### src/sv/yuyv_to_rgb_converter_defines.svh
// ----------------------------------------------------------------------------
// YUYV to RGB converter assertion macros
// Shared concurrent assertion shorthands for the converter RTL.
// ----------------------------------------------------------------------------
`ifndef YUYV_TO_RGB_CONVERTER_DEFINES_SVH
`define YUYV_TO_RGB_CONVERTER_DEFINES_SVH

`ifndef NO_ASSERTIONS

// same-cycle implication
`define YUV_ASSERT_IMPLY(label, clk, rst, pre, post) \
   label: assert property (@(posedge clk) disable iff (rst) (pre) |-> (post)) \
      else $error("same-cycle check failed");

// next-cycle implication
`define YUV_ASSERT_NEXT(label, clk, rst, pre, post) \
   label: assert property (@(posedge clk) disable iff (rst) (pre) |=> (post)) \
      else $error("next-cycle check failed");

`else

`define YUV_ASSERT_IMPLY(label, clk, rst, pre, post)
`define YUV_ASSERT_NEXT(label, clk, rst, pre, post)

`endif

`endif

### src/sv/yuyv_pkg.sv
// ----------------------------------------------------------------------------
// YUYV converter package
// Word types, widths, coefficients and the round-and-clamp helper.
// ----------------------------------------------------------------------------
package yuyv_pkg;

   localparam int MAX_DIMENSION = 4096;
   localparam int POS_WIDTH     = $clog2(MAX_DIMENSION);
   localparam int EFF_WIDTH     = POS_WIDTH + 1;
   localparam int SIZE_WIDTH    = 13;
   localparam int TERM_WIDTH    = 18;
   localparam int SUM_WIDTH     = 20;

   localparam int CSR_INDEX_WIDTH = 1;
   localparam logic [CSR_INDEX_WIDTH-1:0] CSR_IMAGE_WIDTH  = 1'd0;
   localparam logic [CSR_INDEX_WIDTH-1:0] CSR_IMAGE_HEIGHT = 1'd1;

   localparam logic [SIZE_WIDTH-1:0] WIDTH_RESET  = 13'd640;
   localparam logic [SIZE_WIDTH-1:0] HEIGHT_RESET = 13'd480;

   localparam logic signed [TERM_WIDTH-1:0] COEF_LUMA    = 18'sd298;
   localparam logic signed [TERM_WIDTH-1:0] COEF_RED_V   = 18'sd409;
   localparam logic signed [TERM_WIDTH-1:0] COEF_GREEN_U = 18'sd100;
   localparam logic signed [TERM_WIDTH-1:0] COEF_GREEN_V = 18'sd208;
   localparam logic signed [TERM_WIDTH-1:0] COEF_BLUE_U  = 18'sd516;
   localparam logic signed [TERM_WIDTH-1:0] ROUND_BIAS   = 18'sd128;
   localparam logic [7:0] LUMA_OFFSET   = 8'd16;
   localparam logic [7:0] CHROMA_OFFSET = 8'd128;

   typedef struct packed {
      logic [7:0] luma_first;
      logic [7:0] chroma_blue;
      logic [7:0] luma_second;
      logic [7:0] chroma_red;
   } req_word_type;

   typedef struct packed {
      logic [7:0] red_first;
      logic [7:0] green_first;
      logic [7:0] blue_first;
      logic [7:0] red_second;
      logic [7:0] green_second;
      logic [7:0] blue_second;
      logic       second_valid;
      logic       end_of_row;
      logic       end_of_frame;
   } rsp_word_type;

   typedef struct packed {
      logic second_valid;
      logic end_of_row;
      logic end_of_frame;
   } pos_flags_type;

   typedef struct packed {
      logic signed [TERM_WIDTH-1:0] red_term;
      logic signed [TERM_WIDTH-1:0] green_term;
      logic signed [TERM_WIDTH-1:0] blue_term;
   } chroma_terms_type;

   typedef struct packed {
      logic [7:0] red;
      logic [7:0] green;
      logic [7:0] blue;
   } pixel_type;

   // floor(sum / 256), limited to 0..255
   function automatic logic [7:0] round_clamp(logic signed [SUM_WIDTH-1:0] sum);
      logic signed [SUM_WIDTH-9:0] quot;
      logic [7:0] result;
      quot = sum[SUM_WIDTH-1:8];
      if (quot < 0) begin
         result = 8'd0;
      end else if (quot > $signed((SUM_WIDTH-8)'(255))) begin
         result = 8'd255;
      end else begin
         result = quot[7:0];
      end
      return result;
   endfunction

endpackage

### src/sv/yuyv_lane.sv
// ----------------------------------------------------------------------------
// YUYV converter pixel lane
// Luma product stage and per-channel sum, round and clamp for one pixel.
// ----------------------------------------------------------------------------
module yuyv_lane (
   input  logic                       clock,
   input  logic                       enable,
   input  logic [7:0]                 luma,
   input  yuyv_pkg::chroma_terms_type chroma_terms,
   output yuyv_pkg::pixel_type        pixel
);

   logic signed [8:0]                     luma_centered;
   logic signed [yuyv_pkg::TERM_WIDTH-1:0] luma_ext;
   logic signed [yuyv_pkg::TERM_WIDTH-1:0] luma_prod_in;
   logic signed [yuyv_pkg::TERM_WIDTH-1:0] luma_prod_ff;
   logic signed [yuyv_pkg::SUM_WIDTH-1:0]  luma_sum;

   assign luma_centered = $signed({1'b0, luma}) - $signed({1'b0, yuyv_pkg::LUMA_OFFSET});
   assign luma_ext      = yuyv_pkg::TERM_WIDTH'(luma_centered);
   assign luma_prod_in  = luma_ext * yuyv_pkg::COEF_LUMA;

   // hold the product while the pipeline is stalled
   always_ff @(posedge clock) begin
      if (enable) begin
         luma_prod_ff <= luma_prod_in;
      end
   end

   assign luma_sum = yuyv_pkg::SUM_WIDTH'(luma_prod_ff);

   always_comb begin
      pixel.red   = yuyv_pkg::round_clamp(luma_sum
                       + yuyv_pkg::SUM_WIDTH'(chroma_terms.red_term));
      pixel.green = yuyv_pkg::round_clamp(luma_sum
                       + yuyv_pkg::SUM_WIDTH'(chroma_terms.green_term));
      pixel.blue  = yuyv_pkg::round_clamp(luma_sum
                       + yuyv_pkg::SUM_WIDTH'(chroma_terms.blue_term));
   end

endmodule

### src/sv/yuyv_position.sv
// ----------------------------------------------------------------------------
// YUYV converter frame position
// Size registers, column and row counters and the per-pair frame marks.
// ----------------------------------------------------------------------------
module yuyv_position (
   input  logic                                  clock,
   input  logic                                  reset,
   input  logic                                  csr_write,
   input  logic [yuyv_pkg::CSR_INDEX_WIDTH-1:0]  csr_index,
   input  logic [yuyv_pkg::SIZE_WIDTH-1:0]       csr_data,
   input  logic                                  advance,
   output yuyv_pkg::pos_flags_type               flags
);

   logic [yuyv_pkg::SIZE_WIDTH-1:0] width_ff, width_in;
   logic [yuyv_pkg::SIZE_WIDTH-1:0] height_ff, height_in;
   logic [yuyv_pkg::POS_WIDTH-1:0]  column_ff, column_in;
   logic [yuyv_pkg::POS_WIDTH-1:0]  row_ff, row_in;
   logic [yuyv_pkg::EFF_WIDTH-1:0]  eff_width;
   logic [yuyv_pkg::EFF_WIDTH-1:0]  eff_height;
   logic [yuyv_pkg::EFF_WIDTH:0]    column_plus1;
   logic [yuyv_pkg::EFF_WIDTH:0]    column_plus2;
   logic [yuyv_pkg::EFF_WIDTH:0]    row_plus1;

   // saturate the size registers to 1..MAX_DIMENSION
   always_comb begin
      if (width_ff == '0) begin
         eff_width = yuyv_pkg::EFF_WIDTH'(1);
      end else if (32'(width_ff) > 32'(yuyv_pkg::MAX_DIMENSION)) begin
         eff_width = yuyv_pkg::EFF_WIDTH'(yuyv_pkg::MAX_DIMENSION);
      end else begin
         eff_width = yuyv_pkg::EFF_WIDTH'(width_ff);
      end
      if (height_ff == '0) begin
         eff_height = yuyv_pkg::EFF_WIDTH'(1);
      end else if (32'(height_ff) > 32'(yuyv_pkg::MAX_DIMENSION)) begin
         eff_height = yuyv_pkg::EFF_WIDTH'(yuyv_pkg::MAX_DIMENSION);
      end else begin
         eff_height = yuyv_pkg::EFF_WIDTH'(height_ff);
      end
   end

   assign column_plus1 = (yuyv_pkg::EFF_WIDTH+1)'(column_ff) + (yuyv_pkg::EFF_WIDTH+1)'(1);
   assign column_plus2 = (yuyv_pkg::EFF_WIDTH+1)'(column_ff) + (yuyv_pkg::EFF_WIDTH+1)'(2);
   assign row_plus1    = (yuyv_pkg::EFF_WIDTH+1)'(row_ff) + (yuyv_pkg::EFF_WIDTH+1)'(1);

   always_comb begin
      flags.second_valid = column_plus1 < (yuyv_pkg::EFF_WIDTH+1)'(eff_width);
      flags.end_of_row   = column_plus2 >= (yuyv_pkg::EFF_WIDTH+1)'(eff_width);
      flags.end_of_frame = flags.end_of_row
                           && (row_plus1 >= (yuyv_pkg::EFF_WIDTH+1)'(eff_height));
   end

   // advance the counters by one pair
   always_comb begin
      column_in = column_ff;
      row_in    = row_ff;
      if (advance) begin
         if (flags.end_of_row) begin
            column_in = '0;
            row_in    = flags.end_of_frame ? '0 : yuyv_pkg::POS_WIDTH'(row_plus1);
         end else begin
            column_in = yuyv_pkg::POS_WIDTH'(column_plus2);
         end
      end
   end

   always_comb begin
      width_in  = width_ff;
      height_in = height_ff;
      if (csr_write) begin
         case (csr_index)
            yuyv_pkg::CSR_IMAGE_WIDTH:  width_in  = csr_data;
            yuyv_pkg::CSR_IMAGE_HEIGHT: height_in = csr_data;
            default: begin
               width_in  = width_ff;
               height_in = height_ff;
            end
         endcase
      end
   end

   always_ff @(posedge clock) begin
      if (reset) begin
         width_ff  <= yuyv_pkg::WIDTH_RESET;
         height_ff <= yuyv_pkg::HEIGHT_RESET;
         column_ff <= '0;
         row_ff    <= '0;
      end else begin
         width_ff  <= width_in;
         height_ff <= height_in;
         column_ff <= column_in;
         row_ff    <= row_in;
      end
   end

endmodule

### src/sv/yuyv_to_rgb_converter.sv
// ----------------------------------------------------------------------------
// YUYV to RGB converter
// Two-lane BT.601 studio-range YUYV to RGB conversion with frame marks.
// ----------------------------------------------------------------------------
//
//   channel  ports                        word                 direction
//   -------  ---------------------------  -------------------  ---------
//   req      req_valid/req_stall/req_word one YUYV macropixel  in
//   rsp      rsp_valid/rsp_stall/rsp_word two RGB pixels+marks out
//   csr      csr_write/csr_index/csr_data width or height      in
//
// One word per clock while rsp does not stall; an accepted word passes the
// chroma/luma product stage, then the sum-clamp-merge output register.
// Reset (synchronous) empties both stages, zeroes the counters and loads
// the size registers with 640 x 480.
// A stall on rsp holds the output register; req stalls only when the
// product stage is full and cannot drain into the output register.
//
module yuyv_to_rgb_converter (
   input  logic                                 clock,
   input  logic                                 reset,
   input  logic                                 req_valid,
   output logic                                 req_stall,
   input  yuyv_pkg::req_word_type               req_word,
   output logic                                 rsp_valid,
   input  logic                                 rsp_stall,
   output yuyv_pkg::rsp_word_type               rsp_word,
   input  logic                                 csr_write,
   input  logic [yuyv_pkg::CSR_INDEX_WIDTH-1:0] csr_index,
   input  logic [yuyv_pkg::SIZE_WIDTH-1:0]      csr_data
);

`include "yuyv_to_rgb_converter_defines.svh"

   // pipeline control
   logic rsp_load;
   logic s1_load;
   logic req_accept;
   logic s1_valid_ff, s1_valid_in;
   logic rsp_valid_ff, rsp_valid_in;

   // product stage payload
   yuyv_pkg::pos_flags_type    pos_flags;
   yuyv_pkg::pos_flags_type    s1_flags_ff;
   yuyv_pkg::chroma_terms_type chroma_terms_in;
   yuyv_pkg::chroma_terms_type chroma_terms_ff;
   yuyv_pkg::pixel_type        pixel_first;
   yuyv_pkg::pixel_type        pixel_second;
   yuyv_pkg::rsp_word_type     rsp_word_ff, rsp_word_in;

   logic signed [8:0]                      blue_diff;
   logic signed [8:0]                      red_diff;
   logic signed [yuyv_pkg::TERM_WIDTH-1:0] blue_ext;
   logic signed [yuyv_pkg::TERM_WIDTH-1:0] red_ext;

   // advance the output register when empty or drained; advance stage one
   // when it is empty or can move forward
   assign rsp_load   = !rsp_valid_ff || !rsp_stall;
   assign s1_load    = !s1_valid_ff || rsp_load;
   assign req_stall  = !s1_load;
   assign req_accept = req_valid && s1_load;

   assign s1_valid_in  = s1_load ? req_valid : s1_valid_ff;
   assign rsp_valid_in = rsp_load ? s1_valid_ff : rsp_valid_ff;

   // frame position: marks come from the counters at accept time
   yuyv_position u_position (
      .clock     (clock),
      .reset     (reset),
      .csr_write (csr_write),
      .csr_index (csr_index),
      .csr_data  (csr_data),
      .advance   (req_accept),
      .flags     (pos_flags)
   );

   // shared chroma terms, rounding bias folded in
   assign blue_diff = $signed({1'b0, req_word.chroma_blue})
                      - $signed({1'b0, yuyv_pkg::CHROMA_OFFSET});
   assign red_diff  = $signed({1'b0, req_word.chroma_red})
                      - $signed({1'b0, yuyv_pkg::CHROMA_OFFSET});
   assign blue_ext  = yuyv_pkg::TERM_WIDTH'(blue_diff);
   assign red_ext   = yuyv_pkg::TERM_WIDTH'(red_diff);

   always_comb begin
      chroma_terms_in.red_term   = red_ext * yuyv_pkg::COEF_RED_V + yuyv_pkg::ROUND_BIAS;
      chroma_terms_in.green_term = yuyv_pkg::ROUND_BIAS
                                   - blue_ext * yuyv_pkg::COEF_GREEN_U
                                   - red_ext * yuyv_pkg::COEF_GREEN_V;
      chroma_terms_in.blue_term  = blue_ext * yuyv_pkg::COEF_BLUE_U + yuyv_pkg::ROUND_BIAS;
   end

   always_ff @(posedge clock) begin
      if (s1_load) begin
         chroma_terms_ff <= chroma_terms_in;
         s1_flags_ff     <= pos_flags;
      end
   end

   // one lane per pixel of the pair
   yuyv_lane u_lane_first (
      .clock        (clock),
      .enable       (s1_load),
      .luma         (req_word.luma_first),
      .chroma_terms (chroma_terms_ff),
      .pixel        (pixel_first)
   );

   yuyv_lane u_lane_second (
      .clock        (clock),
      .enable       (s1_load),
      .luma         (req_word.luma_second),
      .chroma_terms (chroma_terms_ff),
      .pixel        (pixel_second)
   );

   // merge both lanes and the marks into one result word
   always_comb begin
      rsp_word_in.red_first    = pixel_first.red;
      rsp_word_in.green_first  = pixel_first.green;
      rsp_word_in.blue_first   = pixel_first.blue;
      rsp_word_in.red_second   = pixel_second.red;
      rsp_word_in.green_second = pixel_second.green;
      rsp_word_in.blue_second  = pixel_second.blue;
      rsp_word_in.second_valid = s1_flags_ff.second_valid;
      rsp_word_in.end_of_row   = s1_flags_ff.end_of_row;
      rsp_word_in.end_of_frame = s1_flags_ff.end_of_frame;
   end

   always_ff @(posedge clock) begin
      if (rsp_load) begin
         rsp_word_ff <= rsp_word_in;
      end
   end

   always_ff @(posedge clock) begin
      if (reset) begin
         s1_valid_ff  <= 1'b0;
         rsp_valid_ff <= 1'b0;
      end else begin
         s1_valid_ff  <= s1_valid_in;
         rsp_valid_ff <= rsp_valid_in;
      end
   end

   assign rsp_valid = rsp_valid_ff;
   assign rsp_word  = rsp_word_ff;

   // a stall toward req only happens with a full product stage
   `YUV_ASSERT_IMPLY(a_stall_needs_full, clock, reset, req_stall, s1_valid_ff && rsp_valid_ff)
   // a word leaving stage one lands in the output register
   `YUV_ASSERT_NEXT(a_stage_moves, clock, reset, s1_valid_ff && rsp_load, rsp_valid_ff)
   // frame end is always a row end
   `YUV_ASSERT_IMPLY(a_frame_in_row, clock, reset, rsp_valid_ff && rsp_word_ff.end_of_frame, rsp_word_ff.end_of_row)
   // a clipped odd pixel only appears at the end of a row
   `YUV_ASSERT_IMPLY(a_clip_at_row_end, clock, reset, rsp_valid_ff && !rsp_word_ff.second_valid, rsp_word_ff.end_of_row)

endmodule

### config.mk
export PLATFORM = sky130hd
export DESIGN_NAME = yuyv_to_rgb_converter
export DESIGN_NICKNAME = d
export VERILOG_FILES = /design/src/sv/yuyv_pkg.sv /design/src/sv/yuyv_lane.sv /design/src/sv/yuyv_position.sv /design/src/sv/yuyv_to_rgb_converter.sv
export VERILOG_INCLUDE_DIRS = /design/src /design/src/sv
export SDC_FILE = /design/constraint.sdc
export NUM_CORES = 1
export LEC_CHECK = 0
export ABC_AREA = 1
export BUFFER_PORTS_ARGS = -buffer_cell sky130_fd_sc_hd__buf_4
export CORE_MARGIN = 2
export CORE_UTILIZATION = 55
export CTS_CLUSTER_DIAMETER = 100
export DETAILED_ROUTE_END_ITERATION = 6
export PLACE_DENSITY = 0.85
export SLEW_MARGIN = 10
export SYNTH_ARGS = -nofsm -noshare
export SYNTH_HDL_FRONTEND = slang
export SYNTH_SLANG_ARGS = --single-unit
export TNS_END_PERCENT = 1
### constraint.sdc
create_clock -name clock -period 7.4 [get_ports clock]
set_input_delay 0.37 -clock clock [delete_from_list [all_inputs] [get_ports clock]]
set_output_delay 0.37 -clock clock [all_outputs]
set_load 0.02 [all_outputs]
==> metrics.txt <==
status complete, no violations; routed len/inst 16.5 um; Req. time, crit path 7.59 ns; Post-Syn Nets 2,767; mapped cell area 18,900 um^2; Vias 16,000; final core utilization 0.617; Setup TNS 0 ns; I/O pin total 104; CTS sink cnt about 190; Slew headroom 0.300; Detail Route Antenna Nets 0; Setup crit end kind register; routed vias/inst 5.59; number of global-route vias before repair 15,600; MaxCap Viol Count 0; first drt pass iteration count 5; fillcell total 2,840; Post-synth EDFFs 136; CTS Root Cell clkbuf_16; Die ar. about 36,000 um^2; fmax ~220 MHz; top cell type by total area after synthesis ha_1; R2R depth 10; dpl hpwl 39,000 um; Least-Margin Pin Slew 1.05 ns; CTS Hold Bufs 0; crit path DAT about 4.8 ns; crit path max fanout 7; Tcrit/Tclk final 0.616; pwr/cell area 416 nW/um^2; post-route cell area 20,800 um^2; setup violators final 0; CTS tree built; Post-DP Area 20,200 um^2; antenna violations before repair 0; leakage power 10.6 nW; top-area cell type share of the netlist area 0.238; Core ar. 33,700 um^2; layout cells sized above 1 0.0625; total congestion overflow 0; Final Hold Fails 0; Syn. warnings 0; die height 190 um; share of flip-flops with an asynchronous set or reset 0; Total Wirelength around 47,000 um; Max VDD drop 0.230 mV; Synth top cells by count nand2_1 (418), ha_1 (361), inv_1 (339); # resized after CTS 0; Critical Path Start Type primary input; post-synthesis sequential area ratio 0.270; Setup Crit Path Kind primary input to register; CTS Buf Count 17; H-tree Lvls 4; drc violations 0; Final Max Tran Viols 0; largest net degree at the start of global routing between 70 and 80; Yosys cell types 43; top_reg_cell synth edfxtp_1; Total Routing Usage GR 0.266; largest cells by area after synthesis ha_1 (24%), edfxtp_1 (22%), nand2_1 (8.3%); CTS Buffer Depth 2; Worst Skew 0.0196 ns; number of synthesized register bits roughly 190; Avg Inst Size Synth 8.22 um^2; input/output buffers 103; std cell rows 67; DIE WIDTH 190 um; RSZ-0062 raised after global routing no; class of the worst hold path primary input to register; Setup Fix Bufs, Post-CTS 0; nets around 2,900; first-pass GRT wire length 76,100 um; Starting Density 0.562; Syn-to-layout area delta 9.73%; Final Wtd Congestion 0.984; Clk Latency, worst-skew pair 0.45 ns; Final min period 4.56 ns; initial drt markers 1,113; Non-Filler Instances 2,865; Syn Inst Count 2,304; placed cell count 2,832; most common cell in the netlist nand2_1; Hold Crit Depth 1; Reg clk slew, reported paths 0.08 ns
## logic make-up (layout without fill, tap and decap cells)
logic type	Yosys count	count (layout)	share of synthesized area
flip-flops	187	187	0.270
adder cells (fa/ha/maj)	412	412	0.292
XOR/XNOR	151	151	0.0714
other	1	2	0.000198
buffers and inverters	366	478	0.0737
AND/OR/NAND/NOR	784	784	0.172
AO/OA/AOI/OAI	403	403	0.121
## state kept, by name, indices dropped and copies added (netlist names)
| signal | flops |
|---|---|
| u_position.width_ff | 13 |
| rsp_valid | 1 |
| s1_valid_ff | 1 |
| rsp_word | 51 |
| u_lane_second.luma_prod_ff | 17 |
| rsp_word_in | 3 |
| u_position.column_ff | 11 |
| u_position.row_ff | 12 |
| chroma_terms_ff | 48 |
| u_position.height_ff | 13 |
| u_lane_first.luma_prod_ff | 17 |
## metal layers
layer | up-vias | track usage | part of all wire
met2 | 507 | 0.451 | 0.47
met1 | 7456 | 0.345 | 0.44
li1 | 7962 | - | -
met3 | 91 | 0.0345 | 0.055
met4 | 0 | 0.107 | 0.034
met5 | - | 0 | 0
## final timing paths
| check | start | to | slack (ns) |
|---|---|---|---|
| setup / recovery | req_word[17] | chroma_terms_ff[35]$_DFFE_PN_ | 2.84 |
| hold / removal | req_word[1] | chroma_terms_ff[37]$_DFFE_PN_ | 0.15 |
| setup reg to reg | rsp_valid$_SDFFE_PP0P_ | u_position.row_ff[0]$_SDFFE_PP0P_ | 3.83 |
| hold reg to reg | rsp_word_in[0]$_DFFE_PN_ | rsp_word[0]$_DFFE_PP_ | 0.43 |
## placed cells by master, fill, tap and decap left out, types with 7 or more instances in the layout
cell / instances
a31oi_1: 11
fa_1: 51
dfxtp_1: 51
o21ai_0: 88
a21oi_1: 204
xnor2_1: 44
nor4_1: 10
nor2_1: 174
nor3_1: 26
clkbuf_16: 18
nand2_1: 417
xor2_1: 103
edfxtp_1: 136
ha_1: 361
o21bai_1: 15
inv_1: 338
a21o_1: 20
o31ai_1: 7
buf_4: 106
nand4_1: 21
nand3_1: 118
o21a_1: 34
## critical path: stages
cell,delay [ns]
buf_4,0.15
ha_1,0.31
fa_1,0.48
ha_1,0.32
ha_1,0.19
inv_1,0.06
fa_1,0.39
o21ai_0,0.28
a21oi_1,0.11
o21bai_1,0.20
nand2_1,0.09
nand2_1,0.06
a21oi_1,0.06
xor2_1,0.15
ha_1,0.32
ha_1,0.34
inv_1,0.08
nor3_1,0.25
inv_1,0.07
o211ai_1,0.20
a31oi_1,0.09
xnor2_1,0.18
## per-stage QoR
| step | hold slack, ns | total power, mW | worst slack (ns) |
|---|---|---|---|
| after detailed placement | 0.411 | 7.61 | 2.40 |
| after global placement | 0.404 | 7.50 | 2.61 |
| after floorplan | 0.400 | 6.05 | 2.59 |
| after CTS | 0.131 | 8.58 | 2.85 |
| after global routing | 0.132 | 9.38 | 2.62 |
| final | 0.147 | 8.64 | 2.84 |
## power breakdown
group          total, mW  switching, mW  internal, mW  leakage, nW
Clock              0.935          0.464         0.472        0.291
Combinational       5.69           3.53          2.16         8.41
Sequential          2.02          0.352          1.67         1.87
Total               8.64           4.34          4.30         10.6
## cell type report
| cell class | count | area, um^2 | area share |
|---|---|---|---|
| well taps | 448 | 561 | 0.0270 |
| multi-input cells | 1751 | 12400 | 0.599 |
| flip-flops and latches | 187 | 5100 | 0.246 |
| repair buffers | 106 | 796 | 0.0383 |
| clock buffers | 18 | 450 | 0.0217 |
| inverters | 340 | 1280 | 0.0615 |
| diodes | 1 | 2.50 | 0.000120 |
| clock inverters | 14 | 149 | 0.00716 |
Note: power is estimated with default switching activity, not from simulation.
